<file path="config.mk">
export PLATFORM = sky130hd
export DESIGN_NAME = ipr_front
export DESIGN_NICKNAME = d
export VERILOG_FILES = /design/src/sv/ipr_pkg.sv /design/src/sv/ipr_front.sv
export SDC_FILE = /design/constraint.sdc
export NUM_CORES = 1
export LEC_CHECK = 0
export BUFFER_PORTS_ARGS = -buffer_cell sky130_fd_sc_hd__buf_4
export CAP_MARGIN = 30
export CORE_ASPECT_RATIO = 1.4
export CORE_MARGIN = 1
export CORE_UTILIZATION = 35
export CTS_CLUSTER_SIZE = 24
export DETAILED_ROUTE_END_ITERATION = 6
export PLACE_DENSITY_LB_ADDON = 0.05
export SYNTH_ARGS = -nofsm -noshare
export SYNTH_HDL_FRONTEND = slang
export SYNTH_SLANG_ARGS = --single-unit
</file>
<file path="constraint.sdc">
create_clock -name clock -period 4.33 [get_ports clock]
set_input_delay 0.866 -clock clock [delete_from_list [all_inputs] [get_ports clock]]
set_output_delay 0.866 -clock clock [all_outputs]
set_load 0.05 [all_outputs]
</file>
<file path="src/sv/ipr_pkg.sv">
// Shared types, codes and defaults for the address range region table.
package ipr_pkg;

   localparam int TABLE_DEPTH_DEF = 1024;

   localparam logic OP_INSERT = 1'b0;
   localparam logic OP_LOOKUP = 1'b1;

   typedef enum logic [2:0] {
      ST_INSERTED = 3'd0,
      ST_REPLACED = 3'd1,
      ST_FULL     = 3'd2,
      ST_HIT      = 3'd3,
      ST_MISS     = 3'd4
   } status_type;

   // One queued request: host-order address, codes {country, province, city}.
   typedef struct packed {
      logic        op;
      logic [31:0] addr;
      logic [47:0] codes;
   } item_type;

   typedef enum logic [2:0] {
      BK_IDLE,
      BK_SRCH,
      BK_CMP,
      BK_CHECK,
      BK_SHIFT_RD,
      BK_SHIFT_WR,
      BK_WRITE,
      BK_RESP
   } back_state_type;

endpackage

</file>
<file path="src/sv/ipr_front.sv">
// Front end: classifies requests, byte-swaps lookup addresses, two-entry queue.
module ipr_front
   import ipr_pkg::*;
(
   input  logic        clock,
   input  logic        reset,
   input  logic        in_valid,
   output logic        in_ready,
   input  logic        in_op,
   input  logic [31:0] in_addr,
   input  logic [47:0] in_codes,
   output logic        out_valid,
   input  logic        out_ready,
   output item_type    out_item
);

   item_type   q_ff [2];
   logic       wptr_ff, wptr_in;
   logic       rptr_ff, rptr_in;
   logic [1:0] cnt_ff, cnt_in;
   item_type   item;
   logic       push, pop;

   always_comb begin
      item.op    = in_op;
      item.codes = in_codes;
      if (in_op == OP_LOOKUP) begin
         item.addr = {in_addr[7:0], in_addr[15:8], in_addr[23:16], in_addr[31:24]};
      end else begin
         item.addr = in_addr;
      end
   end

   assign in_ready  = (cnt_ff != 2'd2);
   assign out_valid = (cnt_ff != 2'd0);
   assign out_item  = q_ff[rptr_ff];
   assign push      = in_valid & in_ready;
   assign pop       = out_valid & out_ready;
   assign wptr_in   = wptr_ff ^ push;
   assign rptr_in   = rptr_ff ^ pop;
   assign cnt_in    = cnt_ff + {1'b0, push} - {1'b0, pop};

   always_ff @(posedge clock) begin
      if (reset) begin
         wptr_ff <= 1'b0;
         rptr_ff <= 1'b0;
         cnt_ff  <= 2'd0;
      end else begin
         wptr_ff <= wptr_in;
         rptr_ff <= rptr_in;
         cnt_ff  <= cnt_in;
      end
   end

   always_ff @(posedge clock) begin
      if (push) begin
         q_ff[wptr_ff] <= item;
      end
   end

endmodule

</file>
==> results of run 1 <==
==> kinds of logic (layout without fill, tap and decap cells) <==
logic type / after synthesis / in the layout
flip-flops: 166 / 166
multiplexers: 114 / 114
buffers and inverters: 14 / 205
AND/OR/NAND/NOR: 13 / 13
AO/OA/AOI/OAI: 5 / 5
adder cells (fa/ha/maj): 2 / 2
XOR/XNOR: 1 / 1
==> metal layers <==
metal | routed length, um | global-route usage [%] | vias to the layer above
met5 | 0 | 0 | -
met1 | 4800 | 14.4 | 1681
li1 | - | - | 1602
met2 | 6710 | 24.0 | 111
met3 | 965 | 5.58 | 15
met4 | 231 | 6.10 | 0
==> state kept, by name (all words and copies together), names as in the netlist <==
signal	count
q_ff	162
wptr_ff	1
rptr_ff	1
cnt_ff	2
==> stage by stage <==
stage	hold WS, ps	instance area, um^2	power [mW]
floorplan	524	6460	3.34
global placement	580	7990	3.83
detailed placement	597	7990	3.84
CTS	604	8590	5.37
global route	605	8590	5.51
finish	598	8590	5.29
==> power groups by stage <==
stage	Sequential, mW	Clock (mW)	Combinational (mW)
after CTS	2.11	1.57	1.70
after detailed placement	2.14	0	1.69
after global routing	2.13	1.63	1.75
after floorplan	2.08	0	1.26
after global placement	2.14	0	1.69
final	2.10	1.52	1.67
==> path summary, 6_finish.rpt <==
path	start	end	slack, ps	cells past startpoint
min	wptr_ff	wptr_ff	600	3
max	rptr_ff	out_item[36]	1220	3
min reg2reg	wptr_ff	wptr_ff	600	3
max reg2reg	cnt_ff[0]	q_ff[0][57]	2120	4
==> final cells by class <==
| cell class | count | area (um^2) |
|---|---|---|
| sequential | 166 | 4950 |
| fill | 1633 | 9400 |
| clock buffer | 17 | 425 |
| inverter | 1 | 3.75 |
| clock inverter | 14 | 176 |
| multi-input combinational | 135 | 1440 |
| timing repair buffer | 173 | 1300 |
| tap | 240 | 300 |
==> cells in the final DEF (no fill, tap or decap), types with 2 or more instances in the layout <==
cell type / n
buf_4: 173
bufinv_16: 3
clkbuf_16: 17
clkinv_4: 3
clkinvlp_4: 3
dfxtp_1: 3
edfxtp_1: 162
inv_6: 2
mux2_1: 3
mux2_2: 111
nor2_1: 5
nor2b_1: 2
o21ai_0: 2
==> worst reg2reg max path, cell delays in order, from the launching register on <==
cell      delay, ps
dfxtp_1         440
nand2b_1        190
and2_1          170
ha_4            670
buf_4           410
==> impl_metrics.ini, run 1 <==
[critical_path]
slowest_delay_ps = 820
cp-end-kind = primary output
crit_chain = buf_4 -> mux2_2 -> buf_4
crit_buf_inv = 2
cp_slowest_cell = dfxtp_4
crit_top_cell = buf_4
cp_top_family = flip-flops
worst_setup_path_start_kind = flip-flop
crit_fanout = 49
critical_path_class = flip-flop to primary output
crit_arrival_ps = 2240
worstPathRequired_ps = 3460

[global_routing]
grt_overflow_total = 0
antenna_found_initial = 0
grt_max_degree = 53
grt_pass1_vias = 3556
grt.total_usage_pct = 13.8
grt_pass1_wl_um = 18700

[drt]
post-route-drc-count = 0
drt_iter0_drc = 147
drt-pass1-iter-count = 4
num_vias = 3409
vias_per_cell = 4.57
final_antenna_net_count = 0
wl_per_cell_um = 17.0
wl_um = 12700

[power_and_ir_drop]
swShare_pct = 34.1
seq_power_share_pct = 39.7
peakVddDrop_mv = 0.275
power_frac_comb_pct = 31.5
p_leak_nw = 3.16
clkPwrFrac_pct = 28.8
power.density_nw_per_um2 = 616
p_int_mw = 3.49
p_sw_mw = 1.80

[clocking]
cts_resized = 0
worstSkewPairLatency_ps = 410
hold_buffers = 0
clk_path_buf_depth = 2
cts_tree = yes
cts_setup_buffers = 0
cts_max_level = 4
clock_sinks = 166
cts_buffers = 17
cts_root_buf = clkbuf_16
clk_pin_slew_ps = 60

[yosys]
yosys.area_share.simple_pct = 1.06
ys_ff_latch = 166
ys_top_cells_by_count = 162 x edfxtp_1, 111 x mux2_2, 11 x buf_4
synth-adder-area-share_pct = 0.387
yosysTopAreaCellShare_pct = 75.3
synth_flop_cell = edfxtp_1
synth.yosys.seq_area_share_pct = 76.5
synth_top_family_by_area = multiplexers
synth_xor_area_share_pct = 0.136
avgSynthCellArea_um2 = 20.5
synth_area_leaders = edfxtp_1 75%, mux2_2 19%, buf_4 1.3%, dfxtp_1 1.2%, mux2_1 0.52%
synth_cell_types = 22
ys_warn_count = 0
synth_compound_area_share_pct = 0.561
synth-edff-count = 162
yosysMostFrequentCell = edfxtp_1
synthArstFlopShare_pct = 0
synth_nets = 402
yosys.area.top_type = edfxtp_1
synthCells = 315
synth.cell_area_um2 = 6460
muxShareOfSynthArea_pct = 19.9

[floorplanning]
rows = 58
coreArea_um2 = 18000
io_pins = 168
die_x_um = 117
dieArea_um2 = 19000
start_util_pct = 35.9
die_h_um = 163

[sta]
skew_ps = 4.82
finalWorstSetupSlack_ps = 1220
final.setup.tns_ps = 0
period_minus_slack_ps = 3110
final-max-slew-violation-count = 0
rsz0062_at_grt = no
tightestPinTransition_ps = 786
clock.fmax_mhz = 322
slew_headroom_pct = 47.6
finalSetupViolCount = 0
period_share_pct = 71.8
hold_viol_final = 0

[layout]
finalNonFillerCells = 746
drive_gt1_share_pct = 62.8
antenna_cells = 0
finalNetCount = 581
final_util_pct = 47.7
area_delta_synth_final_pct = 33.0

[placement]
portBuffers = 167
dp_hpwl_um = 8340
dpl.cell_count = 715
pre_cts_ws_ps = 1630
gp_congestion = 0.691

[worst_hold_path]
hp-class = flip-flop to flip-flop

[run]
max_cap_viol_count = 0

[outcome]
status = finished clean
Power figures use the tool's default switching activity.
==> run 2, diff against run 1 <==
--- a/config.mk
+++ b/config.mk
@@ -5,6 +5,7 @@
 export SDC_FILE = /design/constraint.sdc
 export NUM_CORES = 1
 export LEC_CHECK = 0
+export ABC_AREA = 1
 export BUFFER_PORTS_ARGS = -buffer_cell sky130_fd_sc_hd__buf_4
 export CAP_MARGIN = 30
 export CORE_ASPECT_RATIO = 1.4
==> constraint.sdc (replaced) <==
create_clock -name clock -period 2.8 [get_ports clock]
set_input_delay 0.56 -clock clock [delete_from_list [all_inputs] [get_ports clock]]
set_output_delay 0.56 -clock clock [all_outputs]
set_load 0.05 [all_outputs]
==> run 2 against run 1 <==
Against the previous run:
- die area grew 2.3%
- clock skew grew 1.5 ps
- hold slack lost 270 ps
- via count grew 24%
- largest cell class unchanged
- largest power group is now combinational cells
- highest routed layer unchanged
==> impl_metrics.ini, run 2 <==
[outcome]
status = finished clean

[critical_path]
reg2reg_depth = 6
ff2ff_setup_slack_ps = 1180
crit_arrival_ps = 1670
r2r_end = q_ff[0][51]
cp_slowest_cell = buf_4
worstPathRequired_ps = 2240
r2r-start = cnt_ff[0]
worst_setup_path_start_kind = flip-flop
cp_top_family = buffers and inverters
critical_path_class = flip-flop to primary output
crit_fanout = 31
crit_buf_inv = 3
crit_chain = inv_2 -> buf_4 -> nand2_1 -> nand2_1 -> buf_4
slowest_delay_ps = 350
cp-end-kind = primary output

[global_routing]
grt_pass1_vias = 4235
grt.total_usage_pct = 15.0
met3_usage_pct = 4.73
antenna_found_initial = 0
grt_use_met2_pct = 26.1
grt_overflow_total = 0
grt_max_degree = 83
met1_usage_pct = 17.4
grt_pass1_wl_um = 22000
busiest_layer = met2

[yosys]
synth-edff-count = 162
synth_flop_cell = edfxtp_1
yosys.area.top_type = edfxtp_1
yosysMostFrequentCell = nand2_1
ys_top_cells_by_count = 263 x nand2_1, 162 x edfxtp_1, 25 x inv_1
synth_area_leaders = edfxtp_1 74%, nand2_1 15%, buf_6 3.2%, inv_1 1.4%, a21oi_1 1.2%
synth_nets = 630
avgSynthCellArea_um2 = 12.2
synth.cell_area_um2 = 6610
yosysTopAreaCellShare_pct = 73.6
ys_warn_count = 0
synth_cell_types = 21
ys_ff_latch = 166
synthArstFlopShare_pct = 0
synth.yosys.seq_area_share_pct = 74.8
synthCells = 543

[drt]
wl_per_cell_um = 14.4
drt_iter0_drc = 296
num_vias = 4244
post-route-drc-count = 0
final_antenna_net_count = 0
wl_um = 14000
vias_per_cell = 4.38
drt-pass1-iter-count = 5

[sta]
period_minus_slack_ps = 2230
rsz0062_at_grt = no
final-max-slew-violation-count = 0
hold_viol_final = 0
whs_ps = 324
finalSetupViolCount = 0
skew_ps = 6.36
period_share_pct = 79.8
final.setup.tns_ps = 0
tightestPinTransition_ps = 630
clock.fmax_mhz = 448
slew_headroom_pct = 58.0

[floorplanning]
die_x_um = 118
die_h_um = 165
start_util_pct = 35.7
rows = 59
dieArea_um2 = 19400
coreArea_um2 = 18500
io_pins = 168

[clocking]
clock_sinks = 166
cts_tree = yes
clk_path_buf_depth = 2
hold_buffers = 0
cts_max_level = 4
cts_setup_buffers = 0
cts_root_buf = clkbuf_16
worstSkewPairLatency_ps = 420
clk_pin_slew_ps = 70
cts_resized = 0
cts_buffers = 17

[power_and_ir_drop]
p_leak_nw = 3.66
peakVddDrop_mv = 0.443
power.density_nw_per_um2 = 1090
power.total_mw = 9.38

[placement]
portBuffers = 167
dp_hpwl_um = 8690
place_area_um2 = 8030
gp_congestion = 0.759

[layout]
finalNetCount = 798
layout_commonest_cell = nand2_1
postLayoutCellArea_um2 = 8610
largest_reg_flops = 162
area_delta_synth_final_pct = 30.2
top_register = q_ff
drive_gt1_share_pct = 29.4
final_cell_mix = 263 x nand2_1, 170 x buf_4, 162 x edfxtp_1, 25 x inv_1, 20 x nor2_1
n_fill_cell = 1711
antenna_cells = 0
top_regs = q_ff (162), cnt_ff (2)

[worst_hold_path]
whs_endpoint = q_ff[1][21]
hp-class = primary input to flip-flop
hold_path_depth = 1
hp-start = in_codes[21]

[run]
max_cap_viol_count = 0
-- run 2: cell count changes after synthesis, sizes merged, moves of 2 or more --
| cell | before | now |
|---|---|---|
| nand2 | 0 | 265 |
| mux2 | 114 | 0 |
| inv | 1 | 26 |
| nor2 | 5 | 23 |
| a21oi | 0 | 17 |
| o21ai | 2 | 17 |
| buf | 12 | 24 |
| nor2b | 2 | 0 |
-- run 2: worst register-to-register path, stage by stage (launching register included) --
cell and delay, ps:
dfxtp_1 370, inv_1 60, nand2_2 80, nand2_4 90
inv_1 100, ha_4 140, buf_12 380
-- run 2: metrics by stage --
| stage | setup WS (ps) | util (%) | std cells |
|---|---|---|---|
| floorplan | 405 | - | 543 |
| global placement | 1010 | 43.3 | 936 |
| detailed placement | 988 | 43.3 | 936 |
| CTS | 521 | 46.4 | 968 |
| global route | 415 | 46.4 | 968 |
| finish | 566 | 46.4 | 968 |
-- run 2: metal layers --
| metal | share of wire (%) | wire length [um] | vias up |
|---|---|---|---|
| li1 | - | - | 2138 |
| met2 | 51 | 7120 | 127 |
| met1 | 43 | 5980 | 1966 |
| met3 | 5.3 | 745 | 13 |
| met5 | 0 | 0 | - |
| met4 | 0.99 | 139 | 0 |
-- run 2: worst max path at each step --
stage               startpoint           end  cells after the start
floorplan            cnt_ff[0]    q_ff[1][0]                      4
global placement      in_valid   q_ff[0][32]                      5
detailed placement     rptr_ff  out_item[23]                      5
CTS                    rptr_ff  out_item[23]                      5
global route           rptr_ff  out_item[24]                      5
finish                 rptr_ff  out_item[31]                      5
-- run 2: final cells by class --
cell class                 count  area (um^2)  area share (%)
timing repair buffer         173         1340            15.5
clock buffer                  18          429            4.99
multi-input combinational    327         1340            15.6
tap                          244          305            3.55
clock inverter                14          148            1.72
inverter                      26         97.6            1.13
sequential                   166         4950            57.5
-- run 2: logic make-up after synthesis --
group           count (synthesis)  synth area share (%)
compound gates                 34                  2.63
fa+ha+maj                       2                 0.379
buf+inv                        50                  5.17
flops                         166                  74.8
xor+xnor                        1                 0.133
simple gates                  290                  16.9
-- run 2: power by group --
part           switching [mW]  internal (mW)  leakage [nW]
registers               0.105           3.24          1.55
logic                    2.78          0.982          1.83
clock network           0.950           1.32         0.283
==> run 3, diff against run 2 <==
==> constraint.sdc (replaced) <==
create_clock -name clock -period 2.3 [get_ports clock]
set_input_delay 0.46 -clock clock [delete_from_list [all_inputs] [get_ports clock]]
set_output_delay 0.46 -clock clock [all_outputs]
set_load 0.05 [all_outputs]
==> run 3 against run 2 <==
Against the previous run:
- die area unchanged
- non-clock buffer count grew 2
- first-iteration DRC count down 16%
- global-route usage down 0.34 points
- worst setup slack got worse by 430 ps
- register-to-register slack got worse by 550 ps
- hold slack got worse by 100 ps
- critical path depth is 1 lower
- clock skew is 6.1 ps higher
- wire length fell by 0.44%
- sequential cell count stayed put
- utilization about the same
- critical endpoint is now out_item[54]
==> impl_metrics.ini, run 3 (synthesized netlist as in run 2, its figures left out) <==
[global_routing]
grt_pass1_vias = 4174
antenna_found_initial = 0
grt_max_degree = 67
grt_pass1_wl_um = 21300
grt.total_usage_pct = 14.7
grt_overflow_total = 0

[critical_path]
ff2ff_setup_slack_ps = 630
crit_chain = buf_12 -> nand2_1 -> nand2_1 -> buf_4
cp_slowest_cell = dfxtp_4
crit_fanout = 60
cp-end-kind = primary output
worstPathRequired_ps = 1840
crit_arrival_ps = 1700
slowest_delay_ps = 530
crit_buf_inv = 2
crit_top_cell = nand2_1
cp_top_family = flip-flops
critical_path_class = flip-flop to primary output
worst_setup_path_start_kind = flip-flop

[sta]
rsz0062_at_grt = no
hold_viol_final = 0
finalSetupViolCount = 0
period_minus_slack_ps = 2160
period_share_pct = 93.9
slew_headroom_pct = 62.3
final.setup.tns_ps = 0
tightestPinTransition_ps = 565
clock.fmax_mhz = 463
skew_ps = 12.4
final-max-slew-violation-count = 0
whs_ps = 223

[placement]
dp_hpwl_um = 8890
gp_congestion = 0.761
dpl.cell_count = 938
portBuffers = 167

[worst_hold_path]
hp-class = primary input to flip-flop

[layout]
antenna_cells = 0
drive_gt1_share_pct = 29.1
top_register = q_ff
finalNonFillerCells = 970
finalNetCount = 800
area_delta_synth_final_pct = 30.2
top_regs = q_ff (162), cnt_ff (2)
layout_commonest_cell = nand2_1
final_cell_mix = 263 x nand2_1, 170 x buf_4, 162 x edfxtp_1, 25 x inv_1, 20 x nor2_1
largest_reg_flops = 162

[drt]
final_antenna_net_count = 0
drt_iter0_drc = 248
wl_per_cell_um = 14.4
vias_per_cell = 4.42
drt-pass1-iter-count = 4
num_vias = 4292
post-route-drc-count = 0
wl_um = 13900

[outcome]
status = finished clean

[clocking]
hold_buffers = 0
clock_sinks = 166
cts_buffers = 17
worstSkewPairLatency_ps = 420
cts_tree = yes
cts_max_level = 4
cts_resized = 0
clk_pin_slew_ps = 60
clk_path_buf_depth = 2
cts_root_buf = clkbuf_16
cts_setup_buffers = 0

[power_and_ir_drop]
clkPwrFrac_pct = 22.6
p_leak_nw = 3.65
power.density_nw_per_um2 = 1310
p_sw_mw = 4.62
seq_power_share_pct = 36.4
power_frac_comb_pct = 41.0
swShare_pct = 40.9
p_int_mw = 6.66
peakVddDrop_mv = 0.539

[floorplanning]
coreArea_um2 = 18500
die_x_um = 118
rows = 59
io_pins = 168
dieArea_um2 = 19400
die_h_um = 165
start_util_pct = 35.7

[run]
max_cap_viol_count = 0
run 3: power groups by stage:
stage / clock [mW] / sequential [mW] / combinational (mW)
after detailed placement: 0 / 4.18 / 4.70
after global routing: 2.73 / 4.16 / 4.95
final: 2.55 / 4.11 / 4.62
after CTS: 2.62 / 4.12 / 4.71
after floorplan: 0 / 4.12 / 3.32
after global placement: 0 / 4.16 / 4.69
run 3: through the flow:
stage	util, %	setup slack [ps]	area [um^2]	power (mW)
2_1_floorplan	-	14.8	6630	7.44
3_3_place_gp	43.6	551	8080	8.86
3_5_place_dp	43.6	546	8080	8.88
4_1_cts	46.5	77.9	8610	11.4
5_1_grt	46.5	9.85	8610	11.8
6_report	46.5	140	8610	11.3
run 3: layout make-up:
cell class / count / area, um^2
multi-input cells: 327 / 1350
inverters: 26 / 97.6
repair buffers: 175 / 1380
well taps: 244 / 305
clock buffers: 22 / 444
fillers: 1737 / 9920
clock inverters: 10 / 85.1
flip-flops and latches: 166 / 4950
run 3: path summary, 6_finish.rpt:
check                 start           end  depth (start not counted)
setup / recovery    rptr_ff  out_item[54]                          4
hold / removal        reset     cnt_ff[0]                          2
setup reg to reg  cnt_ff[0]   q_ff[0][42]                          6
hold reg to reg   cnt_ff[0]     cnt_ff[0]                          3
run 3: metal layers:
metal | part of all wire [%] | global-route usage, % | up-vias
met4 | 1.6 | 6.24 | 0
met2 | 49 | 24.3 | 134
met1 | 44 | 17.9 | 2003
met5 | 0 | 0 | -
met3 | 5.2 | 4.28 | 15
li1 | - | - | 2140
